===== config.mk =====
export PLATFORM = sky130hd
export DESIGN_NAME = sts_front
export DESIGN_NICKNAME = d
export VERILOG_FILES = /design/src/rtl/core/sts_pkg.sv /design/src/rtl/core/sts_front.sv
export SDC_FILE = /design/constraint.sdc
export NUM_CORES = 1
export LEC_CHECK = 0
export BUFFER_PORTS_ARGS = -buffer_cell sky130_fd_sc_hd__buf_2
export CORE_ASPECT_RATIO = 0.9
export CORE_MARGIN = 2
export CORE_UTILIZATION = 33
export DETAILED_ROUTE_END_ITERATION = 10
export GPL_ROUTABILITY_DRIVEN = 0
export PLACE_DENSITY = 0.82
export SYNTH_ARGS = -nofsm -noshare
export SYNTH_HDL_FRONTEND = slang
export SYNTH_SLANG_ARGS = --single-unit

===== constraint.sdc =====
create_clock -name vclk -period 2.09
set_input_delay 0.3135 -clock vclk [all_inputs]
set_output_delay 0.3135 -clock vclk [all_outputs]
set_load 0.02 [all_outputs]

===== src/rtl/core/sts_pkg.sv =====
// Shared types and constants of the sorted table search engine.
package sts_pkg;

    localparam int TABLE_DEPTH = 1024;
    localparam int ADDR_BITS   = $clog2(TABLE_DEPTH);
    localparam int LEN_BITS    = ADDR_BITS + 1;
    localparam int WORD_BITS   = 32;
    localparam int TDATA_BITS  = ((ADDR_BITS + WORD_BITS + 7) / 8) * 8;
    localparam int TPAD_BITS   = TDATA_BITS - ADDR_BITS - WORD_BITS;
    localparam int QUEUE_DEPTH = 4;
    localparam int QPTR_BITS   = $clog2(QUEUE_DEPTH);
    localparam int QCNT_BITS   = QPTR_BITS + 1;

    // Item modes
    typedef enum logic [1:0] {
        MODE_LOAD   = 2'd0,
        MODE_REV    = 2'd1,
        MODE_LINEAR = 2'd2,
        MODE_BINARY = 2'd3
    } mode_t;

    // Classified command passed from front to back
    typedef struct packed {
        mode_t                 mode;
        logic                  in_range;
        logic [ADDR_BITS-1:0]  addr;
        logic [WORD_BITS-1:0]  word;
    } cmd_t;

endpackage


===== src/rtl/core/sts_front.sv =====
// Front end: accepts items, decodes the mode and resolves reverse-read addresses.
module sts_front (
    input  logic                          s_axis_tvalid,
    output logic                          s_axis_tready,
    input  logic [sts_pkg::TDATA_BITS-1:0] s_axis_tdata,
    input  logic [1:0]                    s_axis_tuser,
    input  logic [sts_pkg::LEN_BITS-1:0]  table_len,
    input  logic                          q_full,
    output logic                          q_push,
    output sts_pkg::cmd_t                 q_cmd
);
    import sts_pkg::*;

    logic [ADDR_BITS-1:0] pos;
    logic [LEN_BITS-1:0]  rev_addr;
    mode_t                mode;

    assign pos  = s_axis_tdata[ADDR_BITS-1:0];
    assign mode = mode_t'(s_axis_tuser);

    // Accept whenever the queue has room
    assign s_axis_tready = !q_full;
    assign q_push        = s_axis_tvalid && !q_full;

    // Mirror the position into the live table for reverse reads
    assign rev_addr = table_len - LEN_BITS'(1) - {1'b0, pos};

    // Classify the item
    always_comb
    begin
        q_cmd.mode     = mode;
        q_cmd.word     = s_axis_tdata[ADDR_BITS +: WORD_BITS];
        q_cmd.in_range = 1'b1;
        q_cmd.addr     = pos;
        if (mode == MODE_REV)
        begin
            q_cmd.in_range = ({1'b0, pos} < table_len);
            q_cmd.addr     = rev_addr[ADDR_BITS-1:0];
        end
    end

endmodule


==> results.yml <==
status:
  status: "complete, but fails checks"
  failed_checks: "setup timing"
critical_path:
  cpLargestDelayFamily: "adder cells"
  critPathKind: "input port to output port"
  arrival_ps: 1820
  slowest_stage: "fa_2"
  crit_buf_inv: 2
  critPathMaxFanout: 3
  crit_path_start_kind: "input port"
  max_stage_delay_ps: 400
  crit_path_frequent_cell: "o21ai_2"
  startpoint: "table_len[0]"
  endpoint_kind: "output port"
  crit_chain: "buf_8, ha_4, fa_2, a21oi_2, o21ai_2, a41oi_2, xor2_1, o21ai_2, buf_6"
  required_ps: 1780
power_and_ir_drop:
  leakage_uw: 0.000677
  peakVddDrop_mv: 0.0751
  powerDensity_nw_per_um2: 261
floorplan:
  die_area_um2: 3600
  core-area_um2: 3020
  die_width_um: 63.0
  initial_core_util_pct: 34.2
  ios: 110
  die_height_um: 57.1
  rows: 19
route:
  post-route-drc-count: 0
  via_per_inst: 4.71
  drtPass1Iterations: 4
  wl_per_cell_um: 11.3
  vias: 985
  wirelength_um: 2360
  drt_iter0_drc: 19
  drtAntennaViolNets: 0
sta:
  finalWorstSetupSlack_ps: -42.0
  finalSetupViolCount: 2
  period_minus_slack_ps: 2130
  finalHoldViolations: 0
  fmax_mhz: 469
  rsz0062_at_grt: "yes"
  maxSlewHeadroom_pct: 69.6
  tightest_slew_ps: 456
  finalSetupTns_ps: -42.4
  drv_slew: 0
  fin_crit_sh_pct: 102
worst_hold_path:
  hold_end: "q_cmd[16]"
  hp-class: "input port to output port"
  min_path_cells: 0
  hp-start: "s_axis_tdata[26]"
yosys:
  syn_nets: 230
  netlist_area_um2: 1030
  synthesis.instances: 147
  synth_xor_area_share_pct: 4.24
  synth_top_family_by_area: "buffers and inverters"
  ys_seq_area_share_pct: 0
  yosysWarningCount: 0
  synth-simple-area-share_pct: 13.7
  synth_cell_types: 33
  synth_compound_area_share_pct: 22.3
  synth_adder_area_share_pct: 24.9
  syn_avg_cell_area_um2: 7.03
  synthMuxAreaShare_pct: 1.94
layout:
  fin_area_um2: 1290
  fin_nets: 252
  nFlopsAndLatches: 0
  n_clock_buffer: 0
  area_growth_pct: 24.5
  diodes: 0
  drive_above_1_share_pct: 47.3
  seq_area_um2: 0
place:
  placed_cell_area_um2: 1120
  io_buffer_count: 40
  dp_hpwl_um: 1780
global_route:
  grt_max_degree: 13
  grt_first_pass_wirelength_um: 3890
  track_usage_pct: 12.5
  antenna_found_initial: 0
  grt_overflow: 0
  grt_pass1_vias: 948
clocking:
  cts_hold_buf: 0
flow_run:
  max_cap_violations: 0
## final cells by class
type	count	area (µm²)
Fill cell	316	1730
Multi-Input combinational cell	91	792
Timing Repair Buffer	57	365
Inverter	19	76.3
Tap cell	42	52.6
## power by group
group	total (µW)	internal (µW)	switching [µW]
logic	336	162	174
registers	0	0	0
clock network	0	0	0
total	336	162	174
## synth_stat cells, drive strengths merged (2+ instances only)
cell type	n	area, µm²
a211oi	2	20.0
a21o	2	15.0
a21oi	9	48.8
and3	2	12.5
buf	36	265
ha	19	238
inv	19	71.3
mux2i	2	20.0
nand2	17	68.8
nor2	3	11.3
nor2b	5	31.3
o21a	3	22.5
o21ai	9	48.8
o311ai	2	17.5
o31ai	2	15.0
xor2	4	35.0
## logic make-up (layout without fill, tap and decap cells)
logic type | Yosys count | count (layout)
compound gates | 34 | 34
simple gates | 30 | 30
xor+xnor | 5 | 5
fa+ha+maj | 20 | 20
buf+inv | 56 | 76
mux | 2 | 2
## routing by layer
layer / part of all wire, % / up-vias / GRT usage (%) / wire (µm)
li1: - / 494 / - / -
met3: 6.1 / 2 / 1.97 / 144
met4: 0.085 / 0 / 1.27 / 2
met5: 0 / - / 0 / 0
met2: 49 / 28 / 22.3 / 1150
met1: 45 / 461 / 16.5 / 1070
## cells in the final DEF, fill, tap and decap left out, drive strengths merged
cell,n
xor2,4
a21oi,9
buf,57
o311ai,2
xnor2,1
ha,19
o21a,3
o21bai,1
fa,1
o31ai,2
a41oi,1
a211oi,2
nor3,1
nand4,1
mux2i,2
nor2b,5
nand2,17
o21ai,9
inv,19
nand2b,1
a31oi,1
a21boi,1
nor2,3
a21o,2
o2111ai,1
and3,2
## how the worst max path moves through the flow
stage,endpoint,depth (start not counted)
after floorplan,q_cmd[40],8
after global placement,q_cmd[40],10
after detailed placement,q_cmd[40],10
after CTS,q_cmd[40],9
after global routing,q_cmd[40],10
final,q_cmd[40],9
## stage by stage
stage / cells / utilization (%) / power [µW] / hold WS [ps] / setup WS [ps]
2_1_floorplan: 147 / - / 271 / 704 / -44.1
3_3_place_gp: 204 / 37.1 / 277 / 627 / -262
3_5_place_dp: 204 / 37.1 / 282 / 627 / -275
4_1_cts: 207 / 40.1 / 308 / 627 / -24.6
5_1_grt: 209 / 42.6 / 368 / 627 / -110
6_report: 209 / 42.6 / 336 / 627 / -42.0
## what timing repair did
item                       4_1_cts  5_1_grt
setup endpoints to repair        4        7
buffers inserted                 3        2
gates resized for setup         16       12
pin swaps                       12       12
gates cloned                     0        0
Note: power is estimated with default switching activity, not from simulation.
