==> src/rtl/core/sts_pkg.sv <==
// Shared types and constants of the sorted table search engine.
package sts_pkg;

    localparam int TABLE_DEPTH = 1024;
    localparam int ADDR_BITS   = $clog2(TABLE_DEPTH);
    localparam int LEN_BITS    = ADDR_BITS + 1;
    localparam int WORD_BITS   = 32;
    localparam int TDATA_BITS  = ((ADDR_BITS + WORD_BITS + 7) / 8) * 8;
    localparam int TPAD_BITS   = TDATA_BITS - ADDR_BITS - WORD_BITS;
    localparam int QUEUE_DEPTH = 4;
    localparam int QPTR_BITS   = $clog2(QUEUE_DEPTH);
    localparam int QCNT_BITS   = QPTR_BITS + 1;

    // Item modes
    typedef enum logic [1:0] {
        MODE_LOAD   = 2'd0,
        MODE_REV    = 2'd1,
        MODE_LINEAR = 2'd2,
        MODE_BINARY = 2'd3
    } mode_t;

    // Classified command passed from front to back
    typedef struct packed {
        mode_t                 mode;
        logic                  in_range;
        logic [ADDR_BITS-1:0]  addr;
        logic [WORD_BITS-1:0]  word;
    } cmd_t;

endpackage

==> src/rtl/core/sts_queue.sv <==
// Short command queue between the front and back ends.
module sts_queue (
    input  logic          clk,
    input  logic          rst_n,
    input  logic          push,
    input  sts_pkg::cmd_t push_cmd,
    output logic          full,
    input  logic          pop,
    output logic          not_empty,
    output sts_pkg::cmd_t head_cmd
);
    import sts_pkg::*;

    cmd_t                 slots_reg [QUEUE_DEPTH];
    logic [QPTR_BITS-1:0] wr_ptr_reg, wr_ptr_next;
    logic [QPTR_BITS-1:0] rd_ptr_reg, rd_ptr_next;
    logic [QCNT_BITS-1:0] count_reg, count_next;
    logic                 do_push;
    logic                 do_pop;

    assign full      = (count_reg == QCNT_BITS'(QUEUE_DEPTH));
    assign not_empty = (count_reg != '0);
    assign head_cmd  = slots_reg[rd_ptr_reg];
    assign do_push   = push && !full;
    assign do_pop    = pop && not_empty;

    // Advance pointers and occupancy
    always_comb
    begin
        wr_ptr_next = do_push ? wr_ptr_reg + QPTR_BITS'(1) : wr_ptr_reg;
        rd_ptr_next = do_pop  ? rd_ptr_reg + QPTR_BITS'(1) : rd_ptr_reg;
        count_next  = count_reg;
        if (do_push && !do_pop)
        begin
            count_next = count_reg + QCNT_BITS'(1);
        end
        else if (do_pop && !do_push)
        begin
            count_next = count_reg - QCNT_BITS'(1);
        end
    end

    always_ff @(posedge clk or negedge rst_n)
    begin
        if (!rst_n)
        begin
            wr_ptr_reg <= '0;
            rd_ptr_reg <= '0;
            count_reg  <= '0;
        end
        else
        begin
            wr_ptr_reg <= wr_ptr_next;
            rd_ptr_reg <= rd_ptr_next;
            count_reg  <= count_next;
        end
    end

    // Store the pushed command
    always_ff @(posedge clk)
    begin
        if (do_push)
        begin
            slots_reg[wr_ptr_reg] <= push_cmd;
        end
    end

endmodule

==> config.mk <==
export PLATFORM = sky130hd
export DESIGN_NAME = sts_queue
export DESIGN_NICKNAME = d
export VERILOG_FILES = /design/src/rtl/core/sts_pkg.sv /design/src/rtl/core/sts_queue.sv
export SDC_FILE = /design/constraint.sdc
export NUM_CORES = 1
export LEC_CHECK = 0
export ABC_CLOCK_PERIOD_IN_PS = 3430
export BUFFER_PORTS_ARGS = -buffer_cell sky130_fd_sc_hd__clkbuf_2
export CORE_MARGIN = 2
export CORE_UTILIZATION = 57
export DETAILED_ROUTE_END_ITERATION = 10
export PLACE_DENSITY_LB_ADDON = 0.2
export SKIP_CTS_REPAIR_TIMING = 1
export SLEW_MARGIN = 0
export SYNTH_ARGS = -nofsm -noshare
export SYNTH_HDL_FRONTEND = slang
export SYNTH_SLANG_ARGS = --single-unit
==> constraint.sdc <==
create_clock -name clk -period 3.43 [get_ports clk]
set_clock_uncertainty 0.1 [all_clocks]
set_input_delay 0.343 -clock clk [delete_from_list [all_inputs] [get_ports clk]]
set_output_delay 0.343 -clock clk [all_outputs]
set_load 0.05 [all_outputs]
==> results.yml <==
final_layout:
  drive_gt1_share_pct: 47.1
  layout_common_cells: "edfxtp_1, clkbuf_2, mux4_2, clkbuf_16, buf_12"
  insertedDiodeCount: 0
  final_common_cell: "edfxtp_1"
  num-nets-final: 435
  area_growth_pct: 18.3
  largest_reg_flops: 180
grt:
  grt_use_total_pct: 18.7
  grt_util_met2_pct: 29.7
  grt_max_degree: 31
  met3_usage_pct: 6.19
  grt_pass1_wl_um: 17200
  grt_pass1_vias: 3250
  top_usage_layer: "met2"
  grt_overflow_total: 0
  antenna_found_initial: 0
  grtUsageMet1_pct: 24.1
floorplan:
  core-area_um2: 12000
  rows: 40
  initial_core_util_pct: 58.0
  io-pin-count: 96
  dieWidth_um: 114
  die_y_um: 114
  die_area_um2: 13100
sta:
  tightest_slew_ps: 540
  hold_viol_final: 0
  final.period_utilization_pct: 78.2
  setup_viol: 0
  maxSlewHeadroom_pct: 64.0
  clock.fmax_ghz: 0.373
  setup_tns_ps: 0
  final.min_clock_period_ps: 2680
  rsz0062_at_grt: "false"
  final_max_slew_viol_count: 0
power_and_ir_drop:
  p_per_area_nw_per_um2: 1000
  switchingPower_mw: 3.13
  ir_worst_vdd_v: 0.000615
  finalPower_mw: 8.22
  switching_share_pct: 38.1
  power.leakage_nw: 2.85
  seq_power_share_pct: 39.7
  clkPwrFrac_pct: 22.7
  combPwrFrac_pct: 37.6
  internal_power_mw: 5.09
clocking:
  cts_root_buf: "clkbuf_16"
  ctsLongestPathBuffers: 2
  clock_latency_ps: 410
  cts_tree: "done"
  clk_pin_slew_ps: 70
  numCtsBuffers: 17
  clkSinkCount: 187
  clock_tree.htree_level_count: 4
critical_path:
  critPathMaxFanout: 28
  cp.arrival_ps: 2240
  rr_worst_depth: 4
  startpoint_type: "register"
  endpoint_kind: "primary output"
  worstSetupPathType: "register to primary output"
  cp.required_ps: 2990
synth:
  syn_avg_cell_area_um2: 25.7
  synth-seq-cells: 187
  synth_cells: 270
  yosysWarnings: 0
  ys_top_cells_by_area: "edfxtp_1, mux4_2, dfrtp_1"
  synth.distinct_cells: 21
  postSynthNetCount: 325
  yosys.area.top_type: "edfxtp_1"
  netlist_area_um2: 6940
  yosysSeqAreaShare_pct: 80.5
  synth_top_area_share_pct: 77.9
flow_run:
  drv_cap: 0
placed_design:
  portBuffers: 95
  place.gp.congestion: 0.685
  place_hpwl_um: 6940
hold_path:
  min_path_cells: 1
  min_path_type: "primary input to register"
drt:
  wire_per_inst_um: 20.7
  vias: 3052
  via_per_inst: 5.65
  drc_errors: 0
  drt_wl_total_um: 11200
  drt_iter0_markers: 170
  postRouteAntennaNets: 0
  first_pass_iters: 4
run_status:
  status: "finished, final reports clean"
-- Yosys cell counts --
cell type and count:
xnor2_1 4, buf_2 5, fa_1 1, buf_6 2
buf_4 1, mux2_2 2, nor2_1 1, and2_1 4
nor3b_2 1, buf_8 1, buf_12 2, or3_1 1
ha_1 5, mux4_2 45, xor2_1 2, nand2_1 1
nor2b_1 1, edfxtp_1 180, nand3_1 1, dfrtp_1 7
inv_1 3
-- power groups by stage --
| stage | Sequential, mW | Clock, mW | Combinational [mW] |
|---|---|---|---|
| 6_report | 3.26 | 1.86 | 3.09 |
| 5_1_grt | 3.32 | 1.99 | 3.24 |
| 4_1_cts | 3.28 | 1.90 | 3.14 |
| 3_5_place_dp | 3.32 | 0 | 3.13 |
| 3_3_place_gp | 3.30 | 0 | 3.12 |
| 2_1_floorplan | 3.17 | 0 | 2.61 |
-- per-layer routing --
metal  wire [um]  part of all wire, %
met3         612                  5.5
met4         114                  1.0
met5           0                    0
met2        5770                   52
met1        4660                   42
-- logic make-up (layout without fill, tap and decap cells) --
kind of cell             count (synthesis)  after routing  share of synthesized area (%)
AND/OR/NAND/NOR                         10             10                          0.902
XOR/XNOR                                 6              6                          0.758
adder cells (fa/ha/maj)                  6              6                           1.19
flip-flops                             187            187                           80.5
buffers and inverters                   14            137                           1.75
multiplexers                            47             47                           14.9
-- worst paths after layout --
kind / start / endpoint / slack [ps]
setup / recovery: rd_ptr_reg[0] / head_cmd[32] / 750
hold / removal: push_cmd[12] / slots_reg[3][12] / 40
setup reg to reg: count_reg[2] / slots_reg[0][32] / 1120
hold reg to reg: count_reg[2] / count_reg[2] / 390
max in group asynchronous: rst_n / rd_ptr_reg[0] / 2820
min in group asynchronous: rst_n / rd_ptr_reg[0] / 210
-- metrics by stage --
| stage | hold WS (ps) | instance area (um^2) | worst slack, ps | std cells | utilization, % |
|---|---|---|---|---|---|
| after global placement | 91.9 | 7610 | 1140 | 507 | 63.7 |
| after detailed placement | 96.7 | 7610 | 1120 | 507 | 63.7 |
| final | 35.7 | 8200 | 748 | 540 | 68.6 |
| after CTS | -354 | 8190 | 659 | 539 | 68.5 |
| after floorplan | -52.6 | 6940 | 815 | 270 | - |
| after global routing | 21.2 | 8200 | 576 | 540 | 68.6 |
-- critical path, cell delays in order, from the launching register on --
cell      delay, ps
dfrtp_4         690
buf_12          310
mux4_2          550
clkbuf_2        260
-- cell type report --
| class | instances | area (um^2) |
|---|---|---|
| repair buffers | 102 | 606 |
| well taps | 147 | 184 |
| clock buffers | 18 | 429 |
| clock inverters | 14 | 149 |
| flip-flops and latches | 187 | 5590 |
| fillers | 746 | 3760 |
| inverters | 3 | 11.3 |
| multi-input cells | 69 | 1240 |
Power figures use the tool's default switching activity.
